<file path="config.mk">
export PLATFORM = sky130hd
export DESIGN_NAME = pulse_distance_sensor_frame_decoder_unit
export DESIGN_NICKNAME = d
export VERILOG_FILES = /design/src/design/pdsd_pkg.sv /design/src/design/pdsd_packet_check.sv /design/src/design/pdsd_frame_rx.sv /design/src/design/pulse_distance_sensor_frame_decoder_unit.sv
export SDC_FILE = /design/constraint.sdc
export NUM_CORES = 1
export LEC_CHECK = 0
export ABC_AREA = 0
export BUFFER_PORTS_ARGS = -buffer_cell sky130_fd_sc_hd__buf_2
export CAP_MARGIN = 40
export CORE_ASPECT_RATIO = 1.75
export CORE_MARGIN = 2
export CORE_UTILIZATION = 60
export DETAILED_ROUTE_END_ITERATION = 10
export PLACE_DENSITY = 0.79
export SYNTH_ARGS = -nofsm -noshare
export SYNTH_HDL_FRONTEND = slang
export SYNTH_SLANG_ARGS = --single-unit
</file>
<file path="constraint.sdc">
create_clock -name aclk -period 5.3 [get_ports aclk]
set_input_delay 0.265 -clock aclk [delete_from_list [all_inputs] [get_ports aclk]]
set_output_delay 0.265 -clock aclk [all_outputs]
set_load 0.1 [all_outputs]
</file>
<file path="src/design/pdsd_pkg.sv">
// ----------------------------------------------------------------------------
// pdsd_pkg
// Shared types and constants of the pulse-distance sensor frame decoder:
// status codes, register indexes, packet layout and window checks.
// ----------------------------------------------------------------------------
package pdsd_pkg;

    // Status reported for every edge beat
    typedef enum logic [3:0] {
        ST_WAIT     = 4'd0,
        ST_START    = 4'd1,
        ST_HIGH_OK  = 4'd2,
        ST_BIT      = 4'd3,
        ST_PACKET   = 4'd4,
        ST_BAD_HIGH = 4'd5,
        ST_BAD_GAP  = 4'd6,
        ST_BAD_TEMP = 4'd7,
        ST_BAD_TYPE = 4'd8
    } status_t;

    // Configuration register indexes
    localparam logic [1:0] CFG_HIGH_TOL = 2'd0;
    localparam logic [1:0] CFG_GAP_TOL  = 2'd1;
    localparam logic [1:0] CFG_SYNC_GAP = 2'd2;

    // Register reset values
    localparam logic [8:0]  HIGH_TOL_RESET = 9'd100;
    localparam logic [9:0]  GAP_TOL_RESET  = 10'd100;
    localparam logic [31:0] SYNC_GAP_RESET = 32'd8900;

    // Pulse and gap timing centers
    localparam logic [12:0] HIGH_CENTER = 13'd500;
    localparam logic [12:0] GAP0_CENTER = 13'd2000;
    localparam logic [12:0] GAP1_CENTER = 13'd4000;

    // Frame length and last bit index
    localparam int unsigned FRAME_BITS = 36;
    localparam logic [5:0]  LAST_BIT   = 6'(FRAME_BITS - 1);

    // Packet checks
    localparam logic signed [11:0] TEMP_MIN = -12'sd600;
    localparam logic signed [11:0] TEMP_MAX = 12'sd700;
    localparam logic [3:0]         TYPE_A   = 4'd5;
    localparam logic [3:0]         TYPE_B   = 4'd9;

    // Packet layout, last received bit at bit 0
    typedef struct packed {
        logic [3:0]         sensor_type;
        logic [7:0]         sensor_id;
        logic               batt_low;
        logic               spare;
        logic [1:0]         channel;
        logic signed [11:0] temperature;
        logic [7:0]         humidity;
    } packet_t;

    // Configuration register set
    typedef struct packed {
        logic [8:0]  high_tol;
        logic [9:0]  gap_tol;
        logic [31:0] sync_gap;
    } cfg_t;

    // One result beat
    typedef struct packed {
        status_t status;
        packet_t pkt;
    } result_t;

    // Check delta against center +/- tol; a negative lower bound clamps to zero
    function automatic logic in_window(logic [31:0] delta, logic [12:0] center,
                                       logic [9:0] tol);
        logic [12:0] tol_ext;
        logic        lo_ok;
        logic        hi_ok;
        tol_ext = 13'(tol);
        lo_ok   = (tol_ext >= center) || (delta >= 32'(center - tol_ext));
        hi_ok   = delta <= 32'(center + tol_ext);
        return lo_ok && hi_ok;
    endfunction

endpackage

</file>
<file path="src/design/pdsd_packet_check.sv">
// ----------------------------------------------------------------------------
// pdsd_packet_check
// Validate a complete packet: temperature range first, then sensor type.
// ----------------------------------------------------------------------------
module pdsd_packet_check (
    input  pdsd_pkg::packet_t pkt,
    output pdsd_pkg::status_t status
);

    logic temp_bad;
    logic type_ok;

    // Range-check temperature in tenths
    assign temp_bad = (pkt.temperature < pdsd_pkg::TEMP_MIN) ||
                      (pkt.temperature > pdsd_pkg::TEMP_MAX);

    // Accept only the two known sensor types
    assign type_ok = (pkt.sensor_type == pdsd_pkg::TYPE_A) ||
                     (pkt.sensor_type == pdsd_pkg::TYPE_B);

    always_comb begin
        priority if (temp_bad) begin
            status = pdsd_pkg::ST_BAD_TEMP;
        end else if (!type_ok) begin
            status = pdsd_pkg::ST_BAD_TYPE;
        end else begin
            status = pdsd_pkg::ST_PACKET;
        end
    end

endmodule

</file>
<file path="src/design/pdsd_frame_rx.sv">
// ----------------------------------------------------------------------------
// pdsd_frame_rx
// Frame receiver: holds edge time, receive flag, bit count and shift
// register, and works out the status of one edge in a single pass.
// ----------------------------------------------------------------------------
module pdsd_frame_rx #(
    parameter int TIME_BITS = 32
) (
    input  logic                 aclk,
    input  logic                 aresetn,
    input  pdsd_pkg::cfg_t       cfg,
    input  logic                 step,
    input  logic                 edge_rising,
    input  logic [TIME_BITS-1:0] timestamp,
    output pdsd_pkg::result_t    result
);

    logic [TIME_BITS-1:0] previous_time_reg, previous_time_next;
    logic                 receiving_reg, receiving_next;
    logic [5:0]           bit_count_reg, bit_count_next;
    logic [35:0]          shift_bits_reg, shift_bits_next;

    logic [TIME_BITS-1:0] delta;
    logic [31:0]          delta_ext;
    logic                 high_ok;
    logic                 gap0_ok;
    logic                 gap1_ok;
    pdsd_pkg::packet_t    pkt_next;
    pdsd_pkg::status_t    check_status;

    // Elapsed time since the previous edge, modulo the timer width
    assign delta     = timestamp - previous_time_reg;
    assign delta_ext = 32'(delta);

    // Timing windows
    assign high_ok = pdsd_pkg::in_window(delta_ext, pdsd_pkg::HIGH_CENTER,
                                         10'(cfg.high_tol));
    assign gap0_ok = pdsd_pkg::in_window(delta_ext, pdsd_pkg::GAP0_CENTER, cfg.gap_tol);
    assign gap1_ok = pdsd_pkg::in_window(delta_ext, pdsd_pkg::GAP1_CENTER, cfg.gap_tol);

    // Check the packet as it would stand after this bit; a 0 wins on overlap
    assign pkt_next = pdsd_pkg::packet_t'({shift_bits_reg[34:0], !gap0_ok});

    pdsd_packet_check u_check (
        .pkt    (pkt_next),
        .status (check_status)
    );

    // Receiver decisions
    always_comb begin
        previous_time_next = timestamp;
        receiving_next     = receiving_reg;
        bit_count_next     = bit_count_reg;
        shift_bits_next    = shift_bits_reg;
        result.status      = pdsd_pkg::ST_WAIT;
        result.pkt         = '0;
        if (!receiving_reg) begin
            if (edge_rising && (delta_ext >= cfg.sync_gap)) begin
                receiving_next = 1'b1;
                bit_count_next = '0;
                result.status  = pdsd_pkg::ST_START;
            end
        end else if (!edge_rising) begin
            if (high_ok) begin
                result.status = pdsd_pkg::ST_HIGH_OK;
            end else begin
                receiving_next = 1'b0;
                bit_count_next = '0;
                result.status  = pdsd_pkg::ST_BAD_HIGH;
            end
        end else if (gap0_ok || gap1_ok) begin
            shift_bits_next = pkt_next;
            if (bit_count_reg == pdsd_pkg::LAST_BIT) begin
                // Frame complete: report and drop back to idle
                receiving_next = 1'b0;
                bit_count_next = '0;
                result.status  = check_status;
                if (check_status == pdsd_pkg::ST_PACKET) begin
                    result.pkt       = pkt_next;
                    result.pkt.spare = 1'b0;
                end
            end else begin
                bit_count_next = bit_count_reg + 6'd1;
                result.status  = pdsd_pkg::ST_BIT;
            end
        end else begin
            receiving_next = 1'b0;
            bit_count_next = '0;
            result.status  = pdsd_pkg::ST_BAD_GAP;
        end
    end

    // Commit state on each processed beat
    always_ff @(posedge aclk) begin
        if (!aresetn) begin
            previous_time_reg <= '0;
            receiving_reg     <= 1'b0;
            bit_count_reg     <= '0;
            shift_bits_reg    <= '0;
        end else if (step) begin
            previous_time_reg <= previous_time_next;
            receiving_reg     <= receiving_next;
            bit_count_reg     <= bit_count_next;
            shift_bits_reg    <= shift_bits_next;
        end
    end

endmodule

</file>
<file path="src/design/pulse_distance_sensor_frame_decoder_unit.sv">
// ----------------------------------------------------------------------------
// pulse_distance_sensor_frame_decoder_unit
// Decodes pulse-distance coded weather sensor frames from radio edge
// timestamps and reports one status beat per edge.
//
//   Channel   Direction  Handshake          Payload
//   s_        in         s_valid/s_ready    s_edge_rising, s_timestamp
//   m_        out        m_valid/m_ready    m_status, m_humidity, m_temperature,
//                                           m_channel, m_batt_low,
//                                           m_sensor_id, m_sensor_type
//   cfg_      in         cfg_wr_en          cfg_wr_index, cfg_wr_data
//
// One edge beat per cycle is sustained while m_ready stays high. The result
// beat passes from the input register through the decode into the result
// register, and leaves from there once m_ready is high.
// The decode state updates in the same cycle as the result.
// aresetn is synchronous, active low, and restores register defaults.
// A stalled result holds the decode stage; the input register still takes
// one beat while it is empty, then s_ready stays low until m_ready returns.
// ----------------------------------------------------------------------------
module pulse_distance_sensor_frame_decoder_unit #(
    parameter int TIME_BITS = 32
) (
    input  logic               aclk,
    input  logic               aresetn,
    // Configuration write port
    input  logic               cfg_wr_en,
    input  logic [1:0]         cfg_wr_index,
    input  logic [31:0]        cfg_wr_data,
    // Edge input
    input  logic               s_valid,
    output logic               s_ready,
    input  logic               s_edge_rising,
    input  logic [31:0]        s_timestamp,
    // Status output
    output logic               m_valid,
    input  logic               m_ready,
    output logic [3:0]         m_status,
    output logic [7:0]         m_humidity,
    output logic signed [11:0] m_temperature,
    output logic [1:0]         m_channel,
    output logic               m_batt_low,
    output logic [7:0]         m_sensor_id,
    output logic [3:0]         m_sensor_type
);

    pdsd_pkg::cfg_t       cfg_reg;
    logic                 in_valid_reg;
    logic                 in_rising_reg;
    logic [TIME_BITS-1:0] in_time_reg;
    logic                 out_valid_reg;
    pdsd_pkg::result_t    out_result_reg;

    logic                 advance;
    logic                 step;
    pdsd_pkg::result_t    result;

    // Pipeline flow control
    assign advance = !out_valid_reg || m_ready;
    assign step    = in_valid_reg && advance;
    assign s_ready = !in_valid_reg || advance;

    // Configuration registers
    always_ff @(posedge aclk) begin
        if (!aresetn) begin
            cfg_reg.high_tol <= pdsd_pkg::HIGH_TOL_RESET;
            cfg_reg.gap_tol  <= pdsd_pkg::GAP_TOL_RESET;
            cfg_reg.sync_gap <= pdsd_pkg::SYNC_GAP_RESET;
        end else if (cfg_wr_en) begin
            unique case (cfg_wr_index)
                pdsd_pkg::CFG_HIGH_TOL: cfg_reg.high_tol <= cfg_wr_data[8:0];
                pdsd_pkg::CFG_GAP_TOL:  cfg_reg.gap_tol  <= cfg_wr_data[9:0];
                pdsd_pkg::CFG_SYNC_GAP: cfg_reg.sync_gap <= cfg_wr_data;
                default: begin
                end
            endcase
        end
    end

    // Input register: capture a beat whenever the stage is free
    always_ff @(posedge aclk) begin
        if (!aresetn) begin
            in_valid_reg <= 1'b0;
        end else if (s_ready) begin
            in_valid_reg <= s_valid;
        end
    end

    always_ff @(posedge aclk) begin
        if (s_valid && s_ready) begin
            in_rising_reg <= s_edge_rising;
            in_time_reg   <= s_timestamp[TIME_BITS-1:0];
        end
    end

    // Decode stage
    pdsd_frame_rx #(
        .TIME_BITS (TIME_BITS)
    ) u_frame_rx (
        .aclk        (aclk),
        .aresetn     (aresetn),
        .cfg         (cfg_reg),
        .step        (step),
        .edge_rising (in_rising_reg),
        .timestamp   (in_time_reg),
        .result      (result)
    );

    // Result register
    always_ff @(posedge aclk) begin
        if (!aresetn) begin
            out_valid_reg <= 1'b0;
        end else if (advance) begin
            out_valid_reg <= in_valid_reg;
        end
    end

    always_ff @(posedge aclk) begin
        if (step) begin
            out_result_reg <= result;
        end
    end

    assign m_valid       = out_valid_reg;
    assign m_status      = out_result_reg.status;
    assign m_humidity    = out_result_reg.pkt.humidity;
    assign m_temperature = out_result_reg.pkt.temperature;
    assign m_channel     = out_result_reg.pkt.channel;
    assign m_batt_low    = out_result_reg.pkt.batt_low;
    assign m_sensor_id   = out_result_reg.pkt.sensor_id;
    assign m_sensor_type = out_result_reg.pkt.sensor_type;

    // A processed beat always lands in the result register
    a_step_gives_result: assert property (@(posedge aclk) disable iff (!aresetn)
        step |=> out_valid_reg)
        else $error("decoded beat did not reach the result register");

    // A full input stage that cannot drain must not take a new beat
    a_no_overwrite: assert property (@(posedge aclk) disable iff (!aresetn)
        (in_valid_reg && !advance) |-> !s_ready)
        else $error("input register would be overwritten");

    // Non-packet results carry zero payload
    a_zero_payload: assert property (@(posedge aclk) disable iff (!aresetn)
        (m_valid && (m_status != pdsd_pkg::ST_PACKET)) |->
        (m_humidity == 8'd0 && m_temperature == 12'sd0 && m_channel == 2'd0 &&
         !m_batt_low && m_sensor_id == 8'd0 && m_sensor_type == 4'd0))
        else $error("payload not cleared on non-packet status");

    // Accepted packets pass the range and type checks
    a_packet_valid: assert property (@(posedge aclk) disable iff (!aresetn)
        (m_valid && (m_status == pdsd_pkg::ST_PACKET)) |->
        ((m_sensor_type == pdsd_pkg::TYPE_A || m_sensor_type == pdsd_pkg::TYPE_B) &&
         m_temperature >= pdsd_pkg::TEMP_MIN && m_temperature <= pdsd_pkg::TEMP_MAX))
        else $error("packet reported that fails its checks");

endmodule
</file>
==> results by group <==
Worst setup path
  • CP arrival: 5.37 ns
  • Slowest stage cell, crit path: a2111oi_0
  • Critical path's largest stage delay: around 0.53 ns
  • WP data required: around 5.6 ns
  • Crit-path cells: inv_1 -> ha_1 -> inv_1 -> fa_1 -> a21o_1 -> a221o_2 -> a221oi_4 -> o21ai_0 -> xor2_1 -> ha_1 -> a211oi_1 -> o211ai_1 -> a2111oi_0 -> a21oi_2 -> a221oi_2 -> nor4_2 -> nand4_1 -> o31ai_1 -> buf_4 -> o2111ai_1 -> o211ai_1
  • Critical path peak fanout: 8
  • Crit Path Category: flip-flop to flip-flop
  • Worst setup SP type: flip-flop
  • Buf/Inv on CP: 3
  • Setup crit end kind: flip-flop
  • Cell family with most CP delay: compound AO/OA/AOI/OAI gates

Clocking
  • Clk_lat worst skew: between 0.4 and 0.5 ns
  • Clk sink count: roughly 200
  • CTS Buffer Depth: 2
  • Clk root buf: clkbuf_16
  • CTS tree: yes
  • CTS clk-pin slew, worst paths: around 0.080 ns
  • # H-tree levels: 4
  • CTS buffer count: 17

Place
  • Post-DP HPWL: between 20 and 30 mm
  • Gpl congestion: 0.941
  • Dpl cell area: around 14000 µm²
  • Cell count after placement: approximately 1800
  • I/O Buffers: ~110

Die
  • Core Box Area: approximately 21000 µm²
  • Ports: 113
  • Die H: just under 200 µm
  • Initial core utilization: 0.610
  • Die ar.: around 22000 µm²
  • Chip width: between 100 and 150 µm
  • Site row count: 70

Synth
  • Synthesized area per cell: 8.80 µm²
  • Post-Syn Area: 12700 µm²
  • Post-synth EDFFs: 72
  • Yosys warns: 0
  • Dominant synthesized flop cell: dfxtp_1
  • Post-Synthesis Cells: roughly 1400
  • Syn_nets: between 1500 and 2000
  • Synth async-reset ratio: 0
  • Post-synthesis sequential area ratio: 0.370
  • Yosys cell types: 76
  • FF+latch count, synth: 199

Route
  • Drt wl/cell: 17.7 µm
  • Initial drt markers: 587
  • Routed wire length: roughly 33 mm
  • Vias per cell: roughly 6.0
  • Residual DRC: 0
  • Pre-antenna DRT Iters: 5
  • Routed Antenna Nets: 0
  • Vias: around 11000

Timing
  • Hold violation count in the final report: 0
  • Fin Hold WS: about 0.042 ns
  • Skew final: between 0.01 and 0.015 ns
  • Endpoints failing setup: 0
  • Slew HR: 0.459
  • Final TNS setup: 0 ns
  • Tcrit/Tclk final: 0.953
  • Tmin final: between 5 and 6 ns
  • Slew Limit Fails: 0
  • Max Clock Freq: roughly 200 MHz
  • Slew @ Worst Pin: a little over 0.8 ns

Power and ir drop
  • Gate power share: 0.294
  • Switching share of power: 0.339
  • Total Power: between 4 and 5 mW
  • Sw Pwr: ~1.4 mW
  • Clock share of power: 0.307
  • Peak supply drop: about 0.27 mV
  • Int Pwr: ~2.8 mW
  • Leakage power: between 5 and 6 nW
  • Pwr Density: between 200 and 300 nW/µm²
  • Seq pwr share: 0.399

GRT
  • Number of global-route vias before repair: 11200
  • First-pass GRT wire length: 52.5 mm
  • Pin count of the biggest net entering global routing: 57
  • Gr ovfl total: 0
  • Initial antenna violation count: 0
  • All-layer global routing usage: 0.295

Cells and area
  • Nets: approximately 1800
  • Commonest non-fill, non-tap cell in the layout: nand2_1
  • Layout cells sized above 1: 0.140
  • Non-Filler Instances: ~1900
  • Final Instance Area: between 10000 and 15000 µm²
  • Antenna Diode Count: 0
  • Max reg flops: roughly 50
  • Most frequent cells in the layout: nand2_1, ha_1, a21oi_1
  • Area Overhead vs Synth: 15.4%

Min path
  • Min-Delay Path Class: input pin to flip-flop

Flow run
  • Number of max-cap violations: 0

Run status
  • Status: completed
-- synth_stat cells, drive strengths merged, types with 13 or more instances --
| master | number | share of area |
|---|---|---|
| a21o | 35 | 0.021 |
| a21oi | 147 | 0.058 |
| and2 | 41 | 0.020 |
| buf | 16 | 0.0078 |
| clkbuf | 43 | 0.013 |
| dfxtp | 127 | 0.20 |
| edfxtp | 72 | 0.17 |
| ha | 154 | 0.15 |
| inv | 99 | 0.029 |
| mux2i | 41 | 0.032 |
| nand2 | 249 | 0.073 |
| nand3 | 23 | 0.0090 |
| nand4 | 33 | 0.016 |
| nor2 | 59 | 0.017 |
| nor3 | 25 | 0.0098 |
| o211ai | 21 | 0.012 |
| o21ai | 40 | 0.016 |
| or3 | 13 | 0.0064 |
| xnor2 | 31 | 0.021 |
| xor2 | 18 | 0.012 |
-- metal layers --
layer / share of wire / wire length [µm] / GRT usage
met4: 0.056 / 1840 / 0.168
met5: 0 / 0 / 0
met3: 0.040 / 1310 / 0.0514
met1: 0.35 / 11700 / 0.289
met2: 0.55 / 18100 / 0.567
-- metrics by stage --
step                      setup slack [ns]   util
after global placement               0.178  0.654
after CTS                            0.128  0.700
after global routing               -0.0350  0.704
after floorplan                      0.671      -
final                                0.247  0.704
after detailed placement             0.173  0.657
-- worst register-to-register path: stages (launching register included) --
cell	delay [ns]
edfxtp_1	0.38
inv_1	0.07
ha_1	0.17
inv_1	0.06
fa_1	0.39
a21o_1	0.18
a221o_2	0.43
a221oi_4	0.37
o21ai_0	0.17
xor2_1	0.25
ha_1	0.29
a211oi_1	0.26
o211ai_1	0.16
a2111oi_0	0.53
a21oi_2	0.16
a221oi_2	0.26
nor4_2	0.08
nand4_1	0.14
o31ai_1	0.08
buf_4	0.18
o2111ai_1	0.18
o211ai_1	0.13
-- cells by family (layout without fill, tap and decap cells) --
group           count (synthesis)  in the layout  share of synthesized area
fa+ha+maj                     155            155                      0.153
mux                            42             42                     0.0331
buf+inv                       158            318                     0.0497
xor+xnor                       49             49                     0.0337
compound gates                333            333                      0.168
flops                         199            199                      0.370
other cells                     1              1                   0.000295
simple gates                  509            509                      0.193
-- final timing paths --
path,to,slack (ns),cells past startpoint,start
setup / recovery,u_frame_rx.bit_count_reg[2]$_SDFFE_PN0P_,0.25,21,in_time_reg[0]$_DFFE_PP_
hold reg to reg,u_frame_rx.previous_time_reg[26]$_SDFFE_PN0P_,0.46,2,u_frame_rx.previous_time_reg[26]$_SDFFE_PN0P_
hold / removal,in_valid_reg$_SDFFE_PN0N_,0.04,3,s_valid
setup reg to reg,u_frame_rx.bit_count_reg[2]$_SDFFE_PN0P_,0.25,21,in_time_reg[0]$_DFFE_PP_
-- final cells by class --
cell class / instances / area [µm²]
clock buffers: 19 / 464
repair buffers: 187 / 1250
clock inverters: 13 / 125
inverters: 99 / 372
well taps: 252 / 315
multi-input cells: 1089 / 7460
flip-flops and latches: 199 / 4700
fillers: 1676 / 6160
-- power groups by stage --
stage / clock network, mW / registers, mW / logic, mW
floorplan: 0 / 1.81 / 0.739
global placement: 0 / 1.71 / 1.15
detailed placement: 0 / 1.71 / 1.18
CTS: 1.31 / 1.68 / 1.21
global route: 1.37 / 1.69 / 1.37
finish: 1.29 / 1.68 / 1.24
-- repair_timing --
item,in CTS,in global routing
setup buffers,0,4
resized for setup,0,14
endpoints found under the setup margin,0,10
endpoints found under the hold margin,32,0
hold buffers,32,0
Note: power is estimated with default switching activity, not from simulation.
